==> src/dfla_pkg.sv <==
// ---------------------------------------------------------------------------
// dfla_pkg: shared types and constants of the free-list slot allocator
// holds status codes, field widths and the front-to-back request struct
// ---------------------------------------------------------------------------
package dfla_pkg;

    localparam int CAPACITY   = 1024;
    localparam int HEAPS      = 4;
    localparam int IDX_W      = 10;
    localparam int CNT_W      = 11;
    localparam int HEAP_W     = 2;
    localparam int TOT_W      = 32;
    localparam int MEM_AW     = HEAP_W + IDX_W;

    localparam logic [CNT_W-1:0] CAP_MAX = CNT_W'(CAPACITY);

    typedef enum logic [2:0] {
        ST_OK        = 3'd0,
        ST_ABSENT    = 3'd1,
        ST_FULL      = 3'd2,
        ST_BEYOND_HW = 3'd3,
        ST_DOUBLE    = 3'd4
    } status_t;

    typedef enum logic {
        OP_ALLOC = 1'b0,
        OP_FREE  = 1'b1
    } op_t;

    localparam logic [1:0] REG_CAP0 = 2'd0;
    localparam logic [1:0] REG_CAP1 = 2'd1;
    localparam logic [1:0] REG_CAP2 = 2'd2;
    localparam logic [1:0] REG_CAP3 = 2'd3;

    // request as it leaves the front queue
    typedef struct packed {
        op_t               op;
        logic [HEAP_W-1:0] heap;
        logic [IDX_W-1:0]  idx;
    } req_t;

    typedef enum logic [1:0] {
        BK_IDLE,
        BK_READ,
        BK_OUT
    } bk_state_t;

endpackage

==> src/dfla_front.sv <==
// ---------------------------------------------------------------------------
// dfla_front: input stage and request queue
// two-entry fifo decouples the input channel from the back end
// ---------------------------------------------------------------------------
module dfla_front
    import dfla_pkg::*;
(
    input  logic        aclk,
    input  logic        aresetn,
    input  logic        in_valid,
    output logic        in_ready,
    input  req_t        in_req,
    output logic        q_valid,
    input  logic        q_pop,
    output req_t        q_req
);

    req_t       mem_reg [2];
    logic       wr_ptr_reg, wr_ptr_next;
    logic       rd_ptr_reg, rd_ptr_next;
    logic [1:0] cnt_reg, cnt_next;
    logic       push;
    logic       pop;

    assign in_ready = (cnt_reg != 2'd2);
    assign push     = in_valid && in_ready;
    assign q_valid  = (cnt_reg != 2'd0);
    assign pop      = q_pop && q_valid;
    assign q_req    = mem_reg[rd_ptr_reg];

    always_comb begin
        wr_ptr_next = push ? ~wr_ptr_reg : wr_ptr_reg;
        rd_ptr_next = pop ? ~rd_ptr_reg : rd_ptr_reg;
        cnt_next    = cnt_reg + 2'(push) - 2'(pop);
    end

    always_ff @(posedge aclk) begin
        if (!aresetn) begin
            wr_ptr_reg <= 1'b0;
            rd_ptr_reg <= 1'b0;
            cnt_reg    <= 2'd0;
        end else begin
            wr_ptr_reg <= wr_ptr_next;
            rd_ptr_reg <= rd_ptr_next;
            cnt_reg    <= cnt_next;
        end
    end

    always_ff @(posedge aclk) begin
        if (push) begin
            mem_reg[wr_ptr_reg] <= in_req;
        end
    end

`ifndef ASSERT_OFF
    a_cnt_range: assert property (@(posedge aclk) disable iff (!aresetn)
        cnt_reg != 2'd3) else $error("queue count out of range");
    a_full_blocks: assert property (@(posedge aclk) disable iff (!aresetn)
        cnt_reg == 2'd2 |-> !in_ready) else $error("push into full queue");
    a_empty_novalid: assert property (@(posedge aclk) disable iff (!aresetn)
        cnt_reg == 2'd0 |-> !q_valid) else $error("valid from empty queue");
`endif

endmodule

==> config.mk <==
export PLATFORM = sky130hd
export DESIGN_NAME = dfla_front
export DESIGN_NICKNAME = d
export VERILOG_FILES = /design/src/dfla_pkg.sv /design/src/dfla_front.sv
export SDC_FILE = /design/constraint.sdc
export NUM_CORES = 1
export LEC_CHECK = 0
export BUFFER_PORTS_ARGS = -buffer_cell sky130_fd_sc_hd__buf_4
export CELL_PAD_IN_SITES_DETAIL_PLACEMENT = 1
export CELL_PAD_IN_SITES_GLOBAL_PLACEMENT = 2
export CORE_MARGIN = 8
export CORE_UTILIZATION = 38
export DETAILED_ROUTE_END_ITERATION = 10
export PLACE_DENSITY = 0.77
export SYNTH_ARGS = -nofsm -noshare
export SYNTH_HDL_FRONTEND = slang
export SYNTH_SLANG_ARGS = --single-unit
==> constraint.sdc <==
create_clock -name aclk -period 3.8 [get_ports aclk]
set_clock_uncertainty 0.1 [all_clocks]
set_input_delay 1.14 -clock aclk [delete_from_list [all_inputs] [get_ports aclk]]
set_output_delay 1.14 -clock aclk [all_outputs]
set_load 0.05 [all_outputs]
**After elaboration in Yosys (flattened, before gate mapping)**

Memory sizes are Yosys's and may differ from the RTL's. A register that Yosys moved wholly into a read port is not among the register bits.
Cells that the tools add are included.

- Flip-flop bits (word level): 4
- Memories: 1
- Word-level logic and storage cells: 16
- RAM bits: 26

Memory list:

| memory | depth | width | rd ports | clocked after memory_dff | wr ports | RTL line | text |
|---|---|---|---|---|---|---|---|
| mem_reg | 2 | 13 | 1 | 1 | 1 | dfla_front.sv:18 | `req_t mem_reg [2];` |

- Add/subtract/negate cells: 2
- Reduce and logical (&&, ||, !) cells: 3
- Mux-type cells: 4
- Equal/unequal tests: 1
- Bitwise gates (word level): 2

Operators by type and width:

| kind | number |
|---|---|
| 1-bit 2-to-1 mux | 4 |
| 2-bit by 1-bit adder with 2-bit output | 1 |
| 1-bit logical AND | 2 |
| 2-bit != test (second input constant) | 1 |
| 1-bit inverter | 2 |
| 2-bit nonzero test | 1 |
| 2-bit by 1-bit subtractor with 2-bit output | 1 |

**Logic depth before layout (Yosys ltp)**

- Depth after elaboration: 4
- Gate-level depth with buffers: 8
- Depth with buffers taken out: 8

**Worst setup path after synthesis**

No wires, ideal clock.

- Kind: input to register
- From: input q_pop
- To: register cnt_reg[1]
- Required time: 3.585 ns
- Data arrival time: 2.101 ns
- Path buffers: 0
- Setup time: 0.115 ns
- Slack: 1.484 ns
- Stages on the path: 7
- Cells stage by stage: o21a_2 ha_1 inv_1 ha_1 xnor2_1 xnor2_1 and2_1

- Cells in the longest elaborated chain, start to end: 2

Ends and longest elaborated chain:

| item | RTL line | text |
|---|---|---|
| start: declaration | dfla_front.sv:14 | `input logic q_pop,` |
| 1-bit logical AND | dfla_front.sv:28 | `assign pop = q_pop && q_valid;` |
| 2-bit by 1-bit subtractor with 2-bit output | dfla_front.sv:34 | `cnt_next = cnt_reg + 2'(push) - 2'(pop);` |
| end signal: assignment | dfla_front.sv:45 | `cnt_reg <= cnt_next;` |
| end: declaration | dfla_front.sv:21 | `logic [1:0] cnt_reg, cnt_next;` |

Every way passes these cells.
A chain may end at the register's enable or synchronous reset.

==> metrics.csv <==
metric,value,unit
antenna_found_initial,0,
die_width,71.58,um
synth_seq_cells,31,
post_cts_resize_count,0,
hpwl,1.583,mm
grt_max_degree,14,
io_pins,32,
cts_setup_buffers,0,
wl_met2,1.094,mm
crit_type,register to primary output,
wl_per_cell,15.82,um
via_per_inst,4.838,
r2r_slack,2050,ps
synthDistinctLibCells,16,
syn_inst,64,
die_area,5123,um2
highest_layer,met4,
place_congestion,0.6012,
cp_max_fo,13,
netlist_area,1174,um2
ant_nets,0,
largest_reg_flops,26,
drv_cap,0,
whs_path_depth,2,
hold_ws,397.1,ps
track_usage,0.08995,
fin_crit_sh,0.7581,
met1_length,837,um
rows,20,
grt_pass1_vias,710,
drive_gt1_frac,0.5243,
grt_pass1_wl,3.387,mm
tightest_slew,650.5,ps
post-route-drc-count,0,
cts_buffer_depth,2,
postCtsHoldBufs,0,
drt-pass1-iter-count,2,
fin_tns_setup,0,ps
core-area,3003,um2
vias,658,
clkTransAtPathRegs,90,ps
synth_top_cell_area_share,0.6652,
die_y,71.58,um
min_from,wr_ptr_reg,
setup_violations,0,
insertion_delay,310,ps
rr_startpoint,cnt_reg[0],
routed_wl,2.152,mm
io_buffers,31,
end_kind,primary output,
synth_seq_area_share,0.7505,
cts_buffers,5,
worstPathArrival,1640,ps
ys_top_cells_by_area,"edfxtp_1 67%, mux2_2 12%, dfxtp_1 8.5%, xnor2_1 2.2%, ha_1 2.1%",
met3_length,176,um
clock-sinks,31,
rsz0062_at_grt,false,
synth_ff_type,edfxtp_1,
start_util,0.3908,
start_kind,register,
p_per_area,753.7,nW/um2
finalPower,1.146,mW
hp-class,register to register,
nets,121,
worstPathRequired,2560,ps
slew_violations,0,
dpl.cell_count,128,
cts_tree,done,
final_hold_viol_count,0,
reg2reg_depth,8,
period_minus_slack,2881,ps
synth_fp_nets,83,
outcome,"finished, final reports clean",
area_growth_syn_to_layout,29.53,%
synth_edf_count,26,
synthArstFlopShare,0,
leakage,0.5953,nW
timing.fmax,0.3471,GHz
final_cells,136,
root_buffer,clkbuf_4,
slew_headroom,0.5663,
n_fill_cell,310,
synth_most_common_cell,edfxtp_1,
synth.largest_area_cell,edfxtp_1,
holdPathEnd,wr_ptr_reg,
avgSynthCellArea,18.34,um2
antenna_cells,0,
ir_drop,346.4,uV
h-tree-depth,2,
grt-ovfl-total,0,
synth_warnings,0,
reg2reg_to,cnt_reg[1],
ys_top_cells_by_count,"26 x edfxtp_1, 13 x mux2_2, 5 x dfxtp_1",
drt_iter0_markers,26,
==> cell families (layout without fill, tap and decap cells) <==
logic type	count (synthesis)	after routing	synth area share
compound gates	1	1	0.007464
xor+xnor	3	3	0.02239
fa+ha+maj	2	2	0.02132
buf+inv	2	41	0.01279
flops	31	31	0.7505
mux	14	14	0.1333
simple gates	11	11	0.05224
==> report_power, final <==
part / total, mW / switching, mW / internal [mW] / leakage [nW]
logic: 0.440 / 0.276 / 0.164 / 0.268
clock network: 0.238 / 0.103 / 0.135 / 0.0426
registers: 0.467 / 0.0372 / 0.430 / 0.284
==> critical path, stage by stage, from the launching register on <==
cell and delay, ps:
dfxtp_1 720, mux2_2 410, buf_4 190
==> cell type report <==
type                       count  area (um2)  share of cell area
sequential                    31       880.8              0.5794
multi-input combinational     31       277.8              0.1827
timing repair buffer          32       240.2              0.1580
tap                           33       41.29             0.02716
clock inverter                 3       38.79             0.02551
clock buffer                   5       37.54             0.02469
inverter                       1       3.754            0.002469
==> metrics by stage <==
step | area (um2) | setup slack (ps) | util
floorplan | 1174 | 1484 | -
global placement | 1444 | 1270 | 0.4808
detailed placement | 1444 | 1237 | 0.4808
CTS | 1520 | 872.4 | 0.5063
global route | 1520 | 827.1 | 0.5063
finish | 1520 | 919.2 | 0.5063
==> placed cells by master (no fill, tap or decap), types with 2 or more instances in the layout <==
cell type   n
nor2b_1     2
ha_1        2
edfxtp_1   26
clkbuf_4    5
dfxtp_1     5
mux2_2     13
buf_4      32
nand2b_1    2
xnor2_1     3
and2_1      2
nand2_1     2
==> per-layer routing <==
layer  global-route usage  up-vias
met3              0.05579        5
met2               0.1459       23
met1              0.08953      317
met5                    0        -
met4              0.04082        0
li1                     -      313
==> worst max-delay path by stage <==
stage                   from    endpoint  slack (ps)  depth (start not counted)
finish              register   q_req[11]         920                          2
CTS                 register   q_req[11]         870                          2
global route        register   q_req[11]         830                          2
detailed placement  register    q_req[0]        1240                          2
floorplan              q_pop  cnt_reg[1]        1480                          7
global placement    register    q_req[8]        1270                          2
Note: power is estimated with default switching activity, not from simulation.
